`config.mk`:
```
export PLATFORM = sky130hd
export DESIGN_NAME = text_encoding_detector_flat
export DESIGN_NICKNAME = d
export VERILOG_FILES = /design/src/rtl/core/ted_pkg.sv /design/src/rtl/core/ted_if.sv /design/src/rtl/core/ted_classify.sv /design/src/rtl/core/ted_scan.sv /design/src/rtl/core/text_encoding_detector.sv /design/src/flat_wrapper.sv
export SDC_FILE = /design/constraint.sdc
export NUM_CORES = 1
export LEC_CHECK = 0
export BUFFER_PORTS_ARGS = -buffer_cell sky130_fd_sc_hd__buf_2
export CORE_UTILIZATION = 56
export CTS_BUF_LIST = sky130_fd_sc_hd__clkbuf_8
export DETAILED_ROUTE_END_ITERATION = 8
export PLACE_DENSITY_LB_ADDON = 0.3
export SLEW_MARGIN = 20
export SYNTH_ARGS = -nofsm -noshare
export SYNTH_HDL_FRONTEND = slang
export SYNTH_HIERARCHICAL = 1
export SYNTH_SLANG_ARGS = --single-unit
```
`constraint.sdc`:
```
create_clock -name clock -period 3.1 [get_ports clock]
set_input_delay 0.31 -clock clock [delete_from_list [all_inputs] [get_ports clock]]
set_output_delay 0.31 -clock clock [all_outputs]
set_load 0.1 [all_outputs]
```
`src/rtl/core/ted_pkg.sv`:
```
`default_nettype none
package ted_pkg;

   localparam int unsigned LIMIT_W = 17;
   localparam int unsigned HDR_DEPTH = 4;

   localparam logic [LIMIT_W-1:0] SCAN_LIMIT_RESET = 17'd4096;
   localparam logic [LIMIT_W-1:0] COUNT_MAX = 17'h1FFFF;

   // encoding class codes
   localparam logic [2:0] CLS_BINARY  = 3'd0;
   localparam logic [2:0] CLS_ASCII   = 3'd1;
   localparam logic [2:0] CLS_UTF8    = 3'd2;
   localparam logic [2:0] CLS_UTF16LE = 3'd3;
   localparam logic [2:0] CLS_UTF16BE = 3'd4;
   localparam logic [2:0] CLS_UTF32LE = 3'd5;
   localparam logic [2:0] CLS_UTF32BE = 3'd6;

   // byte order mark bytes
   localparam logic [7:0] BOM_00 = 8'h00;
   localparam logic [7:0] BOM_EF = 8'hEF;
   localparam logic [7:0] BOM_BB = 8'hBB;
   localparam logic [7:0] BOM_BF = 8'hBF;
   localparam logic [7:0] BOM_FE = 8'hFE;
   localparam logic [7:0] BOM_FF = 8'hFF;

   typedef logic [HDR_DEPTH-1:0][7:0] header_type;

   typedef struct packed {
      logic [LIMIT_W-1:0] count;
      logic               null_seen;
      logic               all_ascii;
      logic               utf8_valid;
      logic [1:0]         cont_left;
   } scan_state_type;

endpackage
`default_nettype wire

```
`src/rtl/core/ted_if.sv`:
```
`default_nettype none
interface ted_req_if;
   logic       valid;
   logic       ready;
   logic [7:0] data_byte;
   logic       byte_present;
   logic       end_of_stream;

   modport source (output valid, data_byte, byte_present, end_of_stream, input ready);
   modport sink (input valid, data_byte, byte_present, end_of_stream, output ready);
endinterface

interface ted_rsp_if;
   logic       valid;
   logic       ready;
   logic [2:0] encoding_class;

   modport source (output valid, encoding_class, input ready);
   modport sink (input valid, encoding_class, output ready);
endinterface
`default_nettype wire

```
`src/rtl/core/ted_classify.sv`:
```
`default_nettype none
module ted_classify (
   input  ted_pkg::scan_state_type st,
   input  ted_pkg::header_type     header,
   output logic [2:0]              encoding_class
);

   logic ge2, ge3, ge4;

   assign ge2 = st.count >= ted_pkg::LIMIT_W'(2);
   assign ge3 = st.count >= ted_pkg::LIMIT_W'(3);
   assign ge4 = st.count >= ted_pkg::LIMIT_W'(4);

   always_comb begin
      if (ge2 && header[0] == ted_pkg::BOM_FF && header[1] == ted_pkg::BOM_FE) begin
         if (ge4 && header[2] == ted_pkg::BOM_00 && header[3] == ted_pkg::BOM_00)
            encoding_class = ted_pkg::CLS_UTF32LE;
         else
            encoding_class = ted_pkg::CLS_UTF16LE;
      end else if (ge2 && header[0] == ted_pkg::BOM_FE && header[1] == ted_pkg::BOM_FF) begin
         encoding_class = ted_pkg::CLS_UTF16BE;
      end else if (ge3 && header[0] == ted_pkg::BOM_EF && header[1] == ted_pkg::BOM_BB &&
                   header[2] == ted_pkg::BOM_BF) begin
         encoding_class = ted_pkg::CLS_UTF8;
      end else if (ge4 && header[0] == ted_pkg::BOM_00 && header[1] == ted_pkg::BOM_00 &&
                   header[2] == ted_pkg::BOM_FE && header[3] == ted_pkg::BOM_FF) begin
         encoding_class = ted_pkg::CLS_UTF32BE;
      end else if (st.null_seen) begin
         encoding_class = ted_pkg::CLS_BINARY;
      end else if (st.all_ascii) begin
         encoding_class = ted_pkg::CLS_ASCII;
      end else if (st.utf8_valid && st.cont_left == 2'd0) begin
         encoding_class = ted_pkg::CLS_UTF8;
      end else begin
         encoding_class = ted_pkg::CLS_BINARY;
      end
   end

endmodule
`default_nettype wire

```
`src/rtl/core/ted_scan.sv`:
```
`default_nettype none
module ted_scan (
   input  logic                         clock,
   input  logic                         reset,
   input  logic                         step,
   input  logic [7:0]                   data_byte,
   input  logic                         byte_present,
   input  logic                         end_of_stream,
   input  logic [ted_pkg::LIMIT_W-1:0]  scan_limit,
   output logic [2:0]                   encoding_class
);

   localparam ted_pkg::scan_state_type STATE_CLEAR = '{
      count: '0, null_seen: 1'b0, all_ascii: 1'b1, utf8_valid: 1'b1, cont_left: 2'd0
   };

   ted_pkg::scan_state_type state_ff, state_in, upd;
   ted_pkg::header_type     header_ff, header_in;
   logic                    take;

   assign take = step && byte_present;

   always_comb begin
      upd = state_ff;
      header_in = header_ff;
      if (take) begin
         if (state_ff.count < ted_pkg::LIMIT_W'(ted_pkg::HDR_DEPTH))
            header_in[state_ff.count[1:0]] = data_byte;
         if (state_ff.count < scan_limit) begin
            if (data_byte == 8'h00)
               upd.null_seen = 1'b1;
            if (data_byte[7])
               upd.all_ascii = 1'b0;
            if (state_ff.cont_left != 2'd0) begin
               if (data_byte[7:6] != 2'b10)
                  upd.utf8_valid = 1'b0;
               upd.cont_left = state_ff.cont_left - 2'd1;
            end else if (data_byte[7]) begin
               // lead byte sets how many continuation bytes follow
               if (data_byte[7:5] == 3'b110)
                  upd.cont_left = 2'd1;
               else if (data_byte[7:4] == 4'b1110)
                  upd.cont_left = 2'd2;
               else if (data_byte[7:3] == 5'b11110)
                  upd.cont_left = 2'd3;
               else
                  upd.utf8_valid = 1'b0;
            end
         end
         if (state_ff.count != ted_pkg::COUNT_MAX)
            upd.count = state_ff.count + ted_pkg::LIMIT_W'(1);
      end
      state_in = (step && end_of_stream) ? STATE_CLEAR : upd;
   end

   ted_classify u_classify (
      .st             (upd),
      .header         (header_in),
      .encoding_class (encoding_class)
   );

   always_ff @(posedge clock) begin
      if (reset) begin
         state_ff <= STATE_CLEAR;
      end else begin
         state_ff <= state_in;
      end
   end

   // header bytes are read only where written in the current stream
   always_ff @(posedge clock) begin
      header_ff <= header_in;
   end

endmodule
`default_nettype wire

```
`src/rtl/core/text_encoding_detector.sv`:
```
// Text encoding detector.
// req_bus carries one stream byte per item (data_byte, byte_present) and
// marks the last item with end_of_stream; a bare end marker has
// byte_present low. For each end item one encoding_class leaves on rsp_bus:
// 0 binary, 1 ascii, 2 utf8, 3 utf16le, 4 utf16be, 5 utf32le, 6 utf32be.
// csr_write_enable/csr_write_data set scan_limit, the number of leading bytes
// the content scan examines; write it only between streams.
// An accepted end item enters the input register, then passes the
// scan/classify update into the result register, where its result is valid.
// Items are taken at one item per cycle while req_bus.ready is high; the
// scan flags and byte counter update as each item leaves the input register.
// When rsp_bus stalls, byte items keep flowing; an end item waits in the
// input register and req_bus.ready drops only while a result is held and
// another end item is waiting behind it.
// Reset clears the pipeline, the stream state and sets scan_limit to 4096.
`default_nettype none
module text_encoding_detector (
   input  logic                        clock,
   input  logic                        reset,
   ted_req_if.sink                     req_bus,
   ted_rsp_if.source                   rsp_bus,
   input  logic                        csr_write_enable,
   input  logic [ted_pkg::LIMIT_W-1:0] csr_write_data
);

   logic                        s1_valid_ff, s1_valid_in;
   logic [7:0]                  s1_byte_ff;
   logic                        s1_present_ff, s1_last_ff;
   logic                        rsp_valid_ff, rsp_valid_in;
   logic [2:0]                  rsp_class_ff, class_in;
   logic [ted_pkg::LIMIT_W-1:0] scan_limit_ff;
   logic                        stall, advance, accept;

   // hold an end item while the result register is occupied and not taken
   assign stall   = s1_valid_ff && s1_last_ff && rsp_valid_ff && !rsp_bus.ready;
   assign advance = s1_valid_ff && !stall;
   assign req_bus.ready = !stall;
   assign accept  = req_bus.valid && !stall;

   assign s1_valid_in  = accept || stall;
   assign rsp_valid_in = (advance && s1_last_ff) || (rsp_valid_ff && !rsp_bus.ready);

   ted_scan u_scan (
      .clock          (clock),
      .reset          (reset),
      .step           (advance),
      .data_byte      (s1_byte_ff),
      .byte_present   (s1_present_ff),
      .end_of_stream  (s1_last_ff),
      .scan_limit     (scan_limit_ff),
      .encoding_class (class_in)
   );

   always_ff @(posedge clock) begin
      if (reset) begin
         s1_valid_ff   <= 1'b0;
         rsp_valid_ff  <= 1'b0;
         scan_limit_ff <= ted_pkg::SCAN_LIMIT_RESET;
      end else begin
         s1_valid_ff  <= s1_valid_in;
         rsp_valid_ff <= rsp_valid_in;
         if (csr_write_enable)
            scan_limit_ff <= csr_write_data;
      end
   end

   always_ff @(posedge clock) begin
      if (accept) begin
         s1_byte_ff    <= req_bus.data_byte;
         s1_present_ff <= req_bus.byte_present;
         s1_last_ff    <= req_bus.end_of_stream;
      end
      if (advance && s1_last_ff)
         rsp_class_ff <= class_in;
   end

   assign rsp_bus.valid          = rsp_valid_ff;
   assign rsp_bus.encoding_class = rsp_class_ff;

endmodule
`default_nettype wire

```
`src/flat_wrapper.sv`:
```
// flat-port wrapper written by rule: the top's interface ports become plain ports
module text_encoding_detector_flat 
  (clock, reset, csr_write_enable, csr_write_data, req_bus_valid, req_bus_data_byte, req_bus_byte_present, req_bus_end_of_stream, req_bus_ready, rsp_bus_valid, rsp_bus_encoding_class, rsp_bus_ready);
  ted_req_if req_bus_i ();
  ted_rsp_if rsp_bus_i ();
  input  logic clock;
  input  logic reset;
  input  logic csr_write_enable;
  input  logic [ted_pkg::LIMIT_W-1:0] csr_write_data;
  input wire logic [$bits(req_bus_i.valid)-1:0] req_bus_valid;
  input wire logic [$bits(req_bus_i.data_byte)-1:0] req_bus_data_byte;
  input wire logic [$bits(req_bus_i.byte_present)-1:0] req_bus_byte_present;
  input wire logic [$bits(req_bus_i.end_of_stream)-1:0] req_bus_end_of_stream;
  output wire logic [$bits(req_bus_i.ready)-1:0] req_bus_ready;
  output wire logic [$bits(rsp_bus_i.valid)-1:0] rsp_bus_valid;
  output wire logic [$bits(rsp_bus_i.encoding_class)-1:0] rsp_bus_encoding_class;
  input wire logic [$bits(rsp_bus_i.ready)-1:0] rsp_bus_ready;
  assign req_bus_i.valid = req_bus_valid;
  assign req_bus_i.data_byte = req_bus_data_byte;
  assign req_bus_i.byte_present = req_bus_byte_present;
  assign req_bus_i.end_of_stream = req_bus_end_of_stream;
  assign req_bus_ready = req_bus_i.ready;
  assign rsp_bus_valid = rsp_bus_i.valid;
  assign rsp_bus_encoding_class = rsp_bus_i.encoding_class;
  assign rsp_bus_i.ready = rsp_bus_ready;
  text_encoding_detector u_core (.clock(clock), .reset(reset), .req_bus(req_bus_i), .rsp_bus(rsp_bus_i), .csr_write_enable(csr_write_enable), .csr_write_data(csr_write_data));
endmodule
```
==> flow_metrics.py, run 1 <==
metrics = {
    "timing": {
        "timing.fmax_mhz": 314,
        "hold_viol_final": 0,
        "period_needed_ps": 3190,
        "hold_slack_ps": 106,
        "fin_crit_sh_pct": 103,
        "rsz0062_at_grt": "yes",
        "tightest_slew_ps": 607,
        "fin_skew_ps": 12.0,
        "maxSlewHeadroom_pct": 59.5,
        "slew_violations": 0,
        "finalSetupViolations": 3,
        "setup_ws_ps": -85.8,
    },
    "setup_path": {
        "worst-path-buf-inv": 3,
        "critPathLaunchType": "flip-flop",
        "reg2reg_to": "u_core/rsp_bus.encoding_class[2]",
        "cp.depth": 14,
        "crit_required_ps": 3210,
        "path_class": "reg -> reg",
        "worstSetupEndpoint": "u_core/rsp_bus.encoding_class[2]",
        "reg2reg_slack_ps": -90,
        "endpoint_kind": "flip-flop",
        "max_stage_delay_ps": 350,
        "path_cells": "ha_4 -> nand2_4 -> nor4_4 -> buf_4 -> a211oi_4 -> buf_4 -> nand4_1 -> xnor2_1 -> nor4_1 -> nand4_1 -> o311ai_2 -> buf_4 -> nor4b_1 -> or3_1",
        "r2r-start": "u_core/u_scan/state_ff[5]",
        "reg2regPathDepth": 14,
        "cpMostUsedCell": "buf_4",
        "cp_max_fo": 4,
        "cp_slowest_cell": "dfxtp_2",
        "crit_start": "u_core/u_scan/state_ff[5]",
        "arrival_ps": 3300,
        "path_delay_family": "simple AND/OR/NAND/NOR gates",
    },
    "finish": {
        "area_growth_pct": 27.4,
        "nNetsFinal": 572,
        "fill_cells": 501,
        "drive_above_1_share_pct": 36.8,
        "design_area_um2": 5360,
        "diodes": 0,
    },
    "clock_network": {
        "cts_made_buffers": 9,
        "cts_root_buffer": "clkbuf_8",
        "cts.clk_slew.worst_paths_ps": 100,
        "cts_tree": "built",
        "h-tree-depth": 3,
        "clock_latency_ps": 370,
        "clock_sinks": 86,
        "cts_buffer_depth": 2,
    },
    "placed_design": {
        "gp_congestion": 0.928,
        "hpwl_mm": 7.61,
        "place_area_um2": 4870,
        "pre_cts_slack_ps": -325,
        "place.port_buffers": 36,
    },
    "logic_synthesis": {
        "synth_top_area_share_pct": 34.8,
        "yosysMostFrequentCell": "dfxtp_1",
        "ys_types": 58,
        "yosys_warnings": 6,
        "async_flop_share_pct": 0,
        "synthTopCellsByArea": "dfxtp_1 (35%), edfxtp_1 (9.3%), ha_1 (6.0%)",
        "synth-edff-count": 13,
        "synth_commonest_cells": "dfxtp_1 (73), nand2_1 (30), nor2_1 (29)",
        "synth_nets": 465,
        "syn_avg_cell_area_um2": 10.2,
        "synth_cells": 413,
        "ys_ff_latch": 86,
        "syn_area_um2": 4200,
        "yosysSeqAreaShare_pct": 44.0,
        "synth_largest_area_cell": "dfxtp_1",
        "ys.flop_type": "dfxtp_1",
    },
    "floorplanning": {
        "row_count": 31,
        "io_pins": 37,
        "die_area_um2": 7860,
        "die_h_um": 88.6,
        "core_area_um2": 7250,
        "fp.dieW_um": 88.6,
        "start_util_pct": 58.0,
    },
    "power": {
        "p_leak_nw": 2.34,
        "power.density_nw_per_um2": 451,
        "vdd_drop_max_mv": 0.269,
    },
    "drt": {
        "ant_nets": 0,
        "routed_wl_mm": 10.4,
        "avgViaCountPerCell": 5.66,
        "dr_total_vias": 3533,
        "drc": 0,
        "drt_iter0_markers": 257,
        "firstDrtPassIters": 5,
        "routedWlPerCell_um": 16.7,
    },
    "global_route": {
        "grt_pass1_wl_mm": 16.3,
        "track_usage_pct": 28.0,
        "grt_max_degree": 23,
        "overflow": 0,
        "antenna_found_initial": 0,
        "first_global_vias": 3349,
    },
    "min_path": {
        "min_path_cells": 1,
        "min_path_type": "in -> reg",
    },
    "flow_run": {
        "cap_violations": 0,
    },
    "outcome": {
        "status": "complete, but fails checks",
        "violations": "setup timing",
    },
}
## layout by cell type (no fill, tap or decap), types with 11 or more instances in the layout
| master | synthesis | layout |
|---|---|---|
| a21oi_1 | 11 | 11 |
| and2_1 | 21 | 21 |
| xnor2_1 | 13 | 11 |
| dfxtp_1 | 73 | 64 |
| inv_1 | 25 | 25 |
| buf_2 | 2 | 36 |
| nand2_1 | 30 | 27 |
| nand4_1 | 18 | 18 |
| o21ai_0 | 19 | 16 |
| buf_4 | 0 | 66 |
| ha_1 | 20 | 19 |
| mux2i_1 | 16 | 16 |
| edfxtp_1 | 13 | 13 |
| mux2_4 | 16 | 16 |
| nor2_1 | 29 | 29 |
## sequential cells by signal, summed over array words and instances (netlist names)
name / count
u_core/u_scan/state_ff: 22
u_core/scan_limit_ff: 17
u_core/rsp_bus.valid: 1
u_core/u_scan/header_ff: 32
u_core/s1_byte_ff: 8
u_core/s1_last_ff: 1
u_core/rsp_bus.encoding_class: 3
u_core/s1_valid_ff: 1
u_core/s1_present_ff: 1
## layout make-up
cell class                      instances  area [um2]  share of cell area (%)
Multi-Input combinational cell        292        2360                    44.1
Sequential cell                        86        1870                    34.9
Timing Repair Buffer                  106         721                    13.5
Clock buffer                            9         124                    2.31
Tap cell                               99         124                    2.31
Inverter                               25        93.8                    1.75
Clock inverter                          7        63.8                    1.19
## kinds of logic after synthesis
logic type               after synthesis  synth area share (%)
multiplexers                          37                  10.9
buffers and inverters                 35                  4.46
AO/OA/AOI/OAI                         50                  8.01
adder cells (fa/ha/maj)               20                  5.95
AND/OR/NAND/NOR                      171                  23.8
XOR/XNOR                              14                  2.92
flip-flops                            86                  44.0
## where the power goes
part	total [mW]	internal [mW]	leakage (nW)	switching, mW
clock	0.768	0.309	0.0903	0.459
combinational	0.394	0.197	1.52	0.197
sequential	1.25	1.21	0.728	0.0388
total	2.41	1.72	2.34	0.695
## worst min path at each step
stage                                            from                          end  slack, ps
after floorplan                  req_bus_data_byte[0]         u_core/s1_byte_ff[0]        410
after global placement    u_core/u_scan/header_ff[17]  u_core/u_scan/header_ff[17]        460
after detailed placement  u_core/u_scan/header_ff[18]  u_core/u_scan/header_ff[18]        470
after CTS                        req_bus_data_byte[2]         u_core/s1_byte_ff[2]        100
after global routing             req_bus_data_byte[7]         u_core/s1_byte_ff[7]         90
final                            req_bus_data_byte[7]         u_core/s1_byte_ff[7]        110
## repair_timing
item	in CTS	in global routing
gates resized for setup	45	5
hold buffers	0	0
buffers inserted	9	2
pin swaps	25	10
setup endpoints to repair	3	3
## layer usage
metal  wire, um  vias up  track usage [%]
met3        597       18             4.57
li1           -     1706                -
met2       4860      123             43.5
met4        199        0             11.7
met5          0        -                0
met1       4740     1686             38.6
## stage by stage
step                TNS (ps)  util [%]  total power, mW  std cells
detailed placement      -858      67.1             1.64        597
global route            -783      73.8             2.52        624
global placement        -270      67.1             1.62        597
floorplan                  0         -             1.50        413
CTS                    -65.6      73.3             2.42        622
finish                  -164      73.8             2.41        624
No activity file was read; power rests on OpenSTA's default activity.
==> run 2, diff against run 1 <==
Settings changed: ABC_CLOCK_PERIOD_IN_PS from default to 3100, MAX_ROUTING_LAYER from default to met4.
==> run 2 against run 1 <==
- the flow still finishes with violations (setup timing)
- setup slack lost 220 ps
- hold slack gained 9.2 ps
- core utilization grew 0.52 points
- flip-flop and latch count is the same
- critical path depth shrank 2
- cell count grew 0.32%
- wire length grew 3.4%
- clock skew is essentially flat
- non-clock buffer count grew 2
- count of clock-buffer cells in the layout is the same
- maximum frequency shrank 6.4%
- global-route usage grew 1.0 points
- largest power group unchanged
==> flow_metrics.py, run 2 (same netlist as run 1, synthesis figures left out) <==
metrics = {
    "power": {
        "switching_share_pct": 27.5,
        "power_mw": 2.48,
        "clkPwrFrac_pct": 33.3,
        "power.density_nw_per_um2": 460,
        "vdd_drop_max_mv": 0.275,
        "pwr-share-seq_pct": 50.4,
        "switchingPower_mw": 0.682,
        "p_leak_nw": 2.33,
        "p_int_mw": 1.80,
        "pwr-share-comb_pct": 16.3,
    },
    "setup_path": {
        "critPathLaunchType": "flip-flop",
        "cp_max_fo": 4,
        "crit_required_ps": 3210,
        "r2r-start": "u_core/s1_last_ff",
        "endpoint_kind": "flip-flop",
        "reg2reg_slack_ps": -300,
        "arrival_ps": 3510,
        "reg2regPathDepth": 12,
        "reg2reg_to": "u_core/rsp_bus.encoding_class[2]",
        "path_class": "reg -> reg",
    },
    "drt": {
        "avgViaCountPerCell": 5.80,
        "routedWlPerCell_um": 17.2,
        "firstDrtPassIters": 5,
        "drc": 0,
        "ant_nets": 0,
        "routed_wl_mm": 10.8,
        "drt_iter0_markers": 330,
        "dr_total_vias": 3628,
    },
    "clock_network": {
        "clock_sinks": 86,
        "cts_root_buffer": "clkbuf_8",
        "postCtsHoldBufs": 0,
        "cts.clk_slew.worst_paths_ps": 90,
        "cts_made_buffers": 9,
        "h-tree-depth": 3,
        "cts_tree": "built",
        "cts_buffer_depth": 2,
        "clock_latency_ps": 360,
    },
    "finish": {
        "nNetsFinal": 574,
        "area_growth_pct": 28.3,
        "largest_register": "u_core/u_scan/header_ff",
        "layout_commonest_cell": "buf_4",
        "top_regs": "u_core/u_scan/header_ff (32), u_core/u_scan/state_ff (22), u_core/scan_limit_ff (17)",
        "largest_reg_flops": 32,
        "diodes": 0,
        "final_cell_mix": "buf_4 (67), dfxtp_1 (66), buf_2 (36), nor2_1 (28), nand2_1 (27)",
        "instances_no_fill": 626,
        "drive_above_1_share_pct": 37.8,
        "final_util_pct": 74.4,
    },
    "global_route": {
        "track_usage_pct": 28.9,
        "grt_max_degree": 23,
        "grt_pass1_wl_mm": 16.2,
        "overflow": 0,
        "first_global_vias": 3328,
        "antenna_found_initial": 0,
    },
    "timing": {
        "tightest_slew_ps": 657,
        "timing.fmax_mhz": 294,
        "slew_violations": 0,
        "hold_viol_final": 0,
        "fin_crit_sh_pct": 110,
        "fin_skew_ps": 12.1,
        "rsz0062_at_grt": "yes",
        "maxSlewHeadroom_pct": 55.7,
        "hold_slack_ps": 115,
        "finalSetupViolations": 3,
        "period_needed_ps": 3400,
        "setup_ws_ps": -303,
        "setup-tns-final_ps": -779,
    },
    "floorplanning": {
        "fp.dieW_um": 88.6,
        "row_count": 31,
        "core_area_um2": 7250,
        "io_pins": 37,
        "die_area_um2": 7860,
        "start_util_pct": 58.0,
        "die_h_um": 88.6,
    },
    "outcome": {
        "status": "complete, but fails checks",
        "violations": "setup timing",
    },
    "placed_design": {
        "place.port_buffers": 36,
        "gp_congestion": 0.930,
        "hpwl_mm": 7.50,
        "dp_cells": 597,
    },
    "min_path": {
        "min_path_type": "in -> reg",
        "min_path_cells": 1,
        "min_to": "u_core/s1_byte_ff[7]",
        "hold_path_startpoint": "req_bus_data_byte[7]",
    },
    "flow_run": {
        "cap_violations": 0,
    },
}
-- run 2: timing repair --
| item | CTS | global route |
|---|---|---|
| setup buffers | 9 | 4 |
| setup endpoints to repair | 3 | 3 |
| hold endpoints to repair | 0 | 0 |
| pin swaps | 18 | 10 |
| resized for setup | 36 | 16 |
-- run 2: layer usage --
layer  up-vias  part of all wire (%)  GRT usage (%)
met5         -                     0              -
met4         0                   2.1           8.80
met3        21                   4.7           6.44
met2       127                    46           44.3
met1      1763                    47           38.3
li1       1717                     -              -
-- run 2: per-stage QoR --
step	setup WS, ps	cell area [um2]
after detailed placement	-138	4870
after global placement	-91.8	4870
after CTS	-42.7	5300
final	-303	5390
after global routing	-458	5390
after floorplan	15.4	4220
-- run 2: worst max-delay path by stage --
| stage | startpoint | endpoint | depth (start not counted) |
|---|---|---|---|
| after floorplan | u_core/rsp_bus.valid | u_core/rsp_bus.encoding_class[1] | 12 |
| after global placement | rsp_bus_ready | u_core/rsp_bus.encoding_class[2] | 13 |
| after detailed placement | rsp_bus_ready | u_core/rsp_bus.encoding_class[1] | 13 |
| after CTS | u_core/scan_limit_ff[12] | u_core/rsp_bus.encoding_class[1] | 13 |
| after global routing | u_core/s1_last_ff | u_core/rsp_bus.encoding_class[2] | 12 |
| final | u_core/s1_last_ff | u_core/rsp_bus.encoding_class[2] | 12 |
-- run 2: area by class of cell --
class	count	area, um2
clock inverters	7	85.1
inverters	25	93.8
repair buffers	108	739
fillers	507	1860
multi-input cells	292	2360
flip-flops and latches	86	1870
well taps	99	124
clock buffers	9	124
-- run 2: power by group through the flow --
stage                     clock network, mW  registers, mW  logic [mW]
after floorplan                           0           1.27       0.225
after global placement                    0           1.27       0.358
after detailed placement                  0           1.28       0.371
after CTS                             0.837           1.25       0.392
after global routing                  0.890           1.26       0.429
final                                 0.826           1.25       0.403
-- run 2: worst max-delay path, cell delays in order (launching register included) --
cell and delay, ps:
edfxtp_1 460, a21boi_4 240, nand4_1 200, nor4_2 380
nor2b_4 230, nand3_2 90, xnor2_1 150, nor4_2 280
nand4_1 250, buf_4 220, o31ai_2 200, nor3_2 100
or3_1 340
